### src/sv/ugbs_pkg.sv
// ----------------------------------------------------------------------------
// ugbs_pkg: shared types and constants of the uniform grid bucket store
// command codes, status codes and register indexes
// ----------------------------------------------------------------------------
`default_nettype none
package ugbs_pkg;
    localparam logic [1:0] CMD_CLEAR  = 2'd0;
    localparam logic [1:0] CMD_INSERT = 2'd1;
    localparam logic [1:0] CMD_QUERY  = 2'd2;
    localparam logic [1:0] CMD_COUNT  = 2'd3;

    localparam logic [1:0] ST_OK    = 2'd0;
    localparam logic [1:0] ST_FULL  = 2'd1;
    localparam logic [1:0] ST_EMPTY = 2'd2;

    localparam logic [1:0] REG_CELL_SIZE = 2'd0;
    localparam logic [1:0] REG_COLUMNS   = 2'd1;
    localparam logic [1:0] REG_ROWS      = 2'd2;
    // index with no register behind it
    localparam logic [1:0] REG_SPARE     = 2'd3;

    typedef struct packed {
        logic [1:0]  command;
        logic        kind;
        logic [15:0] pos_x;
        logic [15:0] pos_y;
        logic [15:0] object_id;
        logic [15:0] grid_col;
        logic [15:0] grid_row;
    } item_t;

    typedef struct packed {
        logic [15:0] stored_id;
        logic [4:0]  fill_count;
        logic [7:0]  cell_number;
        logic [1:0]  status;
        logic        last;
    } result_t;

    typedef struct packed {
        logic [1:0]  index;
        logic [11:0] data;
    } cfg_t;

    // divider control
    typedef struct packed {
        logic        start;
        logic [15:0] dividend;
        logic [11:0] divisor;
    } div_req_t;

    typedef struct packed {
        logic        done;
        logic [15:0] quotient;
    } div_rsp_t;
endpackage
`default_nettype wire

### src/sv/ugbs_div.sv
// ----------------------------------------------------------------------------
// ugbs_div: shared floor divider
// restoring division, one quotient bit per cycle, floor for negative dividends
// ----------------------------------------------------------------------------
`default_nettype none
module ugbs_div (
    input  wire logic              clk,
    input  wire logic              rst_n,
    input  wire ugbs_pkg::div_req_t req,
    output ugbs_pkg::div_rsp_t     rsp
);
    import ugbs_pkg::*;

    logic        busy_reg, busy_next;
    logic [4:0]  cnt_reg, cnt_next;
    logic [15:0] q_reg, q_next;
    logic [12:0] r_reg, r_next;
    logic [11:0] d_reg, d_next;
    logic        neg_reg, neg_next;
    logic        done_reg, done_next;
    logic [12:0] trial;
    logic [12:0] rs;
    logic [15:0] mag;

    always_comb
    begin
        busy_next = busy_reg;
        cnt_next  = cnt_reg;
        q_next    = q_reg;
        r_next    = r_reg;
        d_next    = d_reg;
        neg_next  = neg_reg;
        done_next = 1'b0;
        rs        = {r_reg[11:0], q_reg[15]};
        trial     = rs - {1'b0, d_reg};
        mag       = req.dividend[15] ? (~req.dividend + 16'd1) : req.dividend;
        if (req.start)
        begin
            busy_next = 1'b1;
            cnt_next  = 5'd0;
            // magnitude of -32768 is 0x8000, fine as unsigned
            q_next    = mag;
            r_next    = 13'd0;
            d_next    = (req.divisor == 12'd0) ? 12'd1 : req.divisor;
            neg_next  = req.dividend[15];
        end
        else if (busy_reg)
        begin
            if (cnt_reg == 5'd16)
            begin
                // floor for negative dividends: negate, and subtract one when a remainder is left
                busy_next = 1'b0;
                done_next = 1'b1;
                if (neg_reg)
                begin
                    q_next = (r_reg != 13'd0) ? (~q_reg) : (~q_reg + 16'd1);
                end
            end
            else
            begin
                cnt_next = cnt_reg + 5'd1;
                if (!trial[12])
                begin
                    r_next = trial;
                    q_next = {q_reg[14:0], 1'b1};
                end
                else
                begin
                    r_next = rs;
                    q_next = {q_reg[14:0], 1'b0};
                end
            end
        end
    end

    always_ff @(posedge clk or negedge rst_n)
    begin
        if (!rst_n)
        begin
            busy_reg <= 1'b0;
            done_reg <= 1'b0;
            cnt_reg  <= 5'd0;
        end
        else
        begin
            busy_reg <= busy_next;
            done_reg <= done_next;
            cnt_reg  <= cnt_next;
        end
    end

    always_ff @(posedge clk)
    begin
        q_reg   <= q_next;
        r_reg   <= r_next;
        d_reg   <= d_next;
        neg_reg <= neg_next;
    end

    assign rsp = '{done: done_reg, quotient: q_reg};
endmodule
`default_nettype wire

### config.mk
export PLATFORM = sky130hd
export DESIGN_NAME = ugbs_div
export DESIGN_NICKNAME = d
export VERILOG_FILES = /design/src/sv/ugbs_pkg.sv /design/src/sv/ugbs_div.sv
export SDC_FILE = /design/constraint.sdc
export NUM_CORES = 1
export LEC_CHECK = 0
export BUFFER_PORTS_ARGS = -buffer_cell sky130_fd_sc_hd__buf_4
export CAP_MARGIN = 20
export CORE_ASPECT_RATIO = 1.1
export CORE_MARGIN = 3
export CORE_UTILIZATION = 60
export DETAILED_ROUTE_END_ITERATION = 7
export GPL_TIMING_DRIVEN = 0
export PLACE_DENSITY = 0.92
export SLEW_MARGIN = 20
export SYNTH_ARGS = -nofsm -noshare
export SYNTH_HDL_FRONTEND = slang
export SYNTH_SLANG_ARGS = --single-unit
### constraint.sdc
create_clock -name clk -period 7.63 [get_ports clk]
set_input_delay 2.289 -clock clk [delete_from_list [all_inputs] [get_ports clk]]
set_output_delay 2.289 -clock clk [all_outputs]
set_load 0.03 [all_outputs]
==> impl_results.md <==
* VDD IR max at between 0.2 and 0.25 mV
* Setup violations, final at 0
* Routed vias/inst at ~6.3
* Largest net degree at the start of global routing at 18
* Slowest-stage cell, CP: a21o_1
* Initial Util at 0.644
* Synth Warn # at 0
* Mapped Area at around 3300 um2
* Tmin final at around 4 ns
* Least-Margin Pin Slew at about 0.70 ns
* Register area share after synthesis at 0.392
* Num CTS Buffers at 5
* Average wire per standard cell at about 17 um
* CP Class: in -> reg
* Cts hold-fix bufs at 0
* Final Max Tran Viols at 0
* Max-cap viol count at 0
* Cell mode on critical path: clkbuf_1
* Final RePlAce weighted congestion at approximately 0.92
* FF-to-FF setup slack at between 4 and 5 ns
* Dpl hpwl at roughly 6.2 mm
* Fmax at ~250 MHz
* Crit path max-delay family: buffers and inverters
* Hold depth at 2
* Number of fillers in the final layout at around 380
* Num ports at 48
* Initial DRC Count at approximately 300
* Post-DRT Antenna Nets at 0
* Unrepaired setup endpoints after global routing: no
* Final period util at 0.523
* Via count at ~3,200
* Placed cell area at roughly 3800 um2
* Worst Hold End: r_reg[12]$_SDFFE_PP0P_
* Count leader, synth: nand2_1
* Critical Path RT at 7.59 ns
* Min-delay worst type: reg -> reg
* # DRC at 0
* Total grt overflow at 0
* Vias in the first global route at 3,202
* CP Buf/Inv Count at 4
* Leading area contributor after synthesis: edfxtp_1
* Post-route cell area at between 3000 and 4000 um2
* Max reg flops at 16
* Initial antenna violation count at 0
* WP data arrival at between 3 and 4 ns
* Yosys cell types at 52
* Most common flop cell mapped by yosys: edfxtp_1
* Outcome: finished, final reports clean
* Clock Root Buffer: clkbuf_8
* Postcts setup bufs at 0
* Core area at ~5200 um2
* # clock sinks at about 50
* Share of cells above drive strength 1 at 0.135
* FFs w/ async S/R, synth at 0.143
* Die height at between 80 and 90 um
* Synth top area cells: edfxtp_1 26%, dfxtp_1 7.8%, ha_1 6.4%, dfrtp_1 5.3%, nand2_1 3.9%
* Worst R2R Path Depth at 14
* Delay of the slowest critical-path stage at between 0.5 and 0.6 ns
* Total negative slack at 0 ns
* Clk_lat worst skew at around 0.32 ns
* Synth Area per Inst at approximately 8.7 um2
* Power per cell area at between 200 and 300 nW/um2
* Die area at between 6000 and 7000 um2
* Max transition margin at 0.532
* Die span in x at about 77 um
* CTS tree: done
* Post-synth EDFFs at 29
* Register bit total from synthesis at 49
* Post-synth top area share at 0.261
* Clock Skew at 0.0172 ns
* PortBufs at 47
* Worst R2R End: r_reg[0]$_SDFFE_PP0P_
* RR Startpoint: q_reg[15]$_DFFE_PP_
* Syn nets at 430
* First-pass GRT wire length at around 15 mm
* CP Cell Sequence: buf_4 -> clkbuf_1 -> inv_1 -> clkbuf_1 -> nand2_1 -> a21o_1
* Num rows at 27
* Clock transition at path regs at approximately 0.10 ns
* Max clock buf depth at 2
* CP startpoint kind: primary input
* Max FO, Critical Path at 15
* Drt pass-1 iters at 5
* Leakage at ~1.6 nW
* Hold Startpoint: r_reg[12]$_SDFFE_PP0P_
* Hold Vio Cnt, Final at 0
* Area growth, synth to finish at 16.1%
* Post-cts resize count at 0
* Commonest cells in the netlist: 35 x nand2_1, 30 x nor2_1, 29 x edfxtp_1
* Syn Inst Count at 381
* Post-layout net count at 484
* CTS H-tree depth at 2
* Antenna Cells at 0
* GRT Overall Usage at 0.274
* Post-Route WL at 8.40 mm
* Setup crit end kind: flop
-- metrics by stage --
step	power [mW]	cells	hold slack [ns]	utilization	setup WS [ns]
after global placement	0.823	500	0.447	0.730	3.40
after global routing	1.09	508	0.495	0.748	3.49
after detailed placement	0.848	500	0.458	0.730	3.34
final	1.02	508	0.477	0.748	3.64
after CTS	1.01	508	0.474	0.748	3.68
after floorplan	0.718	381	0.436	-	3.84
-- how the worst max path moves through the flow --
| stage | endpoint | slack, ns | start | cells past startpoint |
|---|---|---|---|---|
| detailed placement | q_reg[10]$_DFFE_PP_ | 3.34 | req[28] | 6 |
| global placement | q_reg[8]$_DFFE_PP_ | 3.40 | req[28] | 6 |
| CTS | q_reg[10]$_DFFE_PP_ | 3.68 | req[28] | 6 |
| global route | q_reg[10]$_DFFE_PP_ | 3.49 | req[28] | 6 |
| finish | q_reg[6]$_DFFE_PP_ | 3.64 | req[28] | 6 |
| floorplan | q_reg[14]$_DFFE_PP_ | 3.84 | req[20] | 6 |
-- tightest hold or removal path, cell delays in order (launching register included) --
cell     delay (ns)
dfxtp_1        0.33
nand2_1        0.05
a21oi_1        0.05
-- cell families after synthesis --
logic type | Yosys count | share of synthesized area
xor gates and xnor gates | 26 | 0.0684
adders and majority gates | 18 | 0.0699
and+or+nand+nor | 131 | 0.197
muxes | 6 | 0.0180
AOI/OAI and AO/OA | 97 | 0.192
buffers and inverters | 54 | 0.0620
DFF | 49 | 0.392
-- layer usage --
layer / routed length (um) / global-route usage / part of all wire
met1: 3160 / 0.315 / 0.38
met3: 584 / 0.0483 / 0.070
met4: 406 / 0.139 / 0.048
met2: 4250 / 0.489 / 0.51
met5: 0 / 0 / 0
-- power by group --
part / leakage [nW] / internal (mW) / switching [mW]
registers: 0.494 / 0.329 / 0.0524
logic: 1.04 / 0.194 / 0.280
clock network: 0.0466 / 0.0672 / 0.0997
-- cell type report --
class | instances | area (um2) | area share
flip-flops and latches | 49 | 1310 | 0.338
repair buffers | 47 | 353 | 0.0912
inverters | 25 | 93.8 | 0.0243
clock buffers | 5 | 68.8 | 0.0178
plain buffers | 29 | 113 | 0.0291
clock inverters | 3 | 25.0 | 0.00647
well taps | 72 | 90.1 | 0.0233
multi-input cells | 278 | 1820 | 0.470
-- placed cells by master, fill, tap and decap left out, drive strengths merged, types with 14 or more instances in the layout --
| cell type | n |
|---|---|
| o21ai | 20 |
| clkbuf | 32 |
| inv | 27 |
| nand2 | 35 |
| buf | 49 |
| ha | 17 |
| nor3 | 14 |
| xor2 | 14 |
| edfxtp | 29 |
| a21oi | 24 |
| nor2 | 30 |
Note: power is estimated with default switching activity, not from simulation.
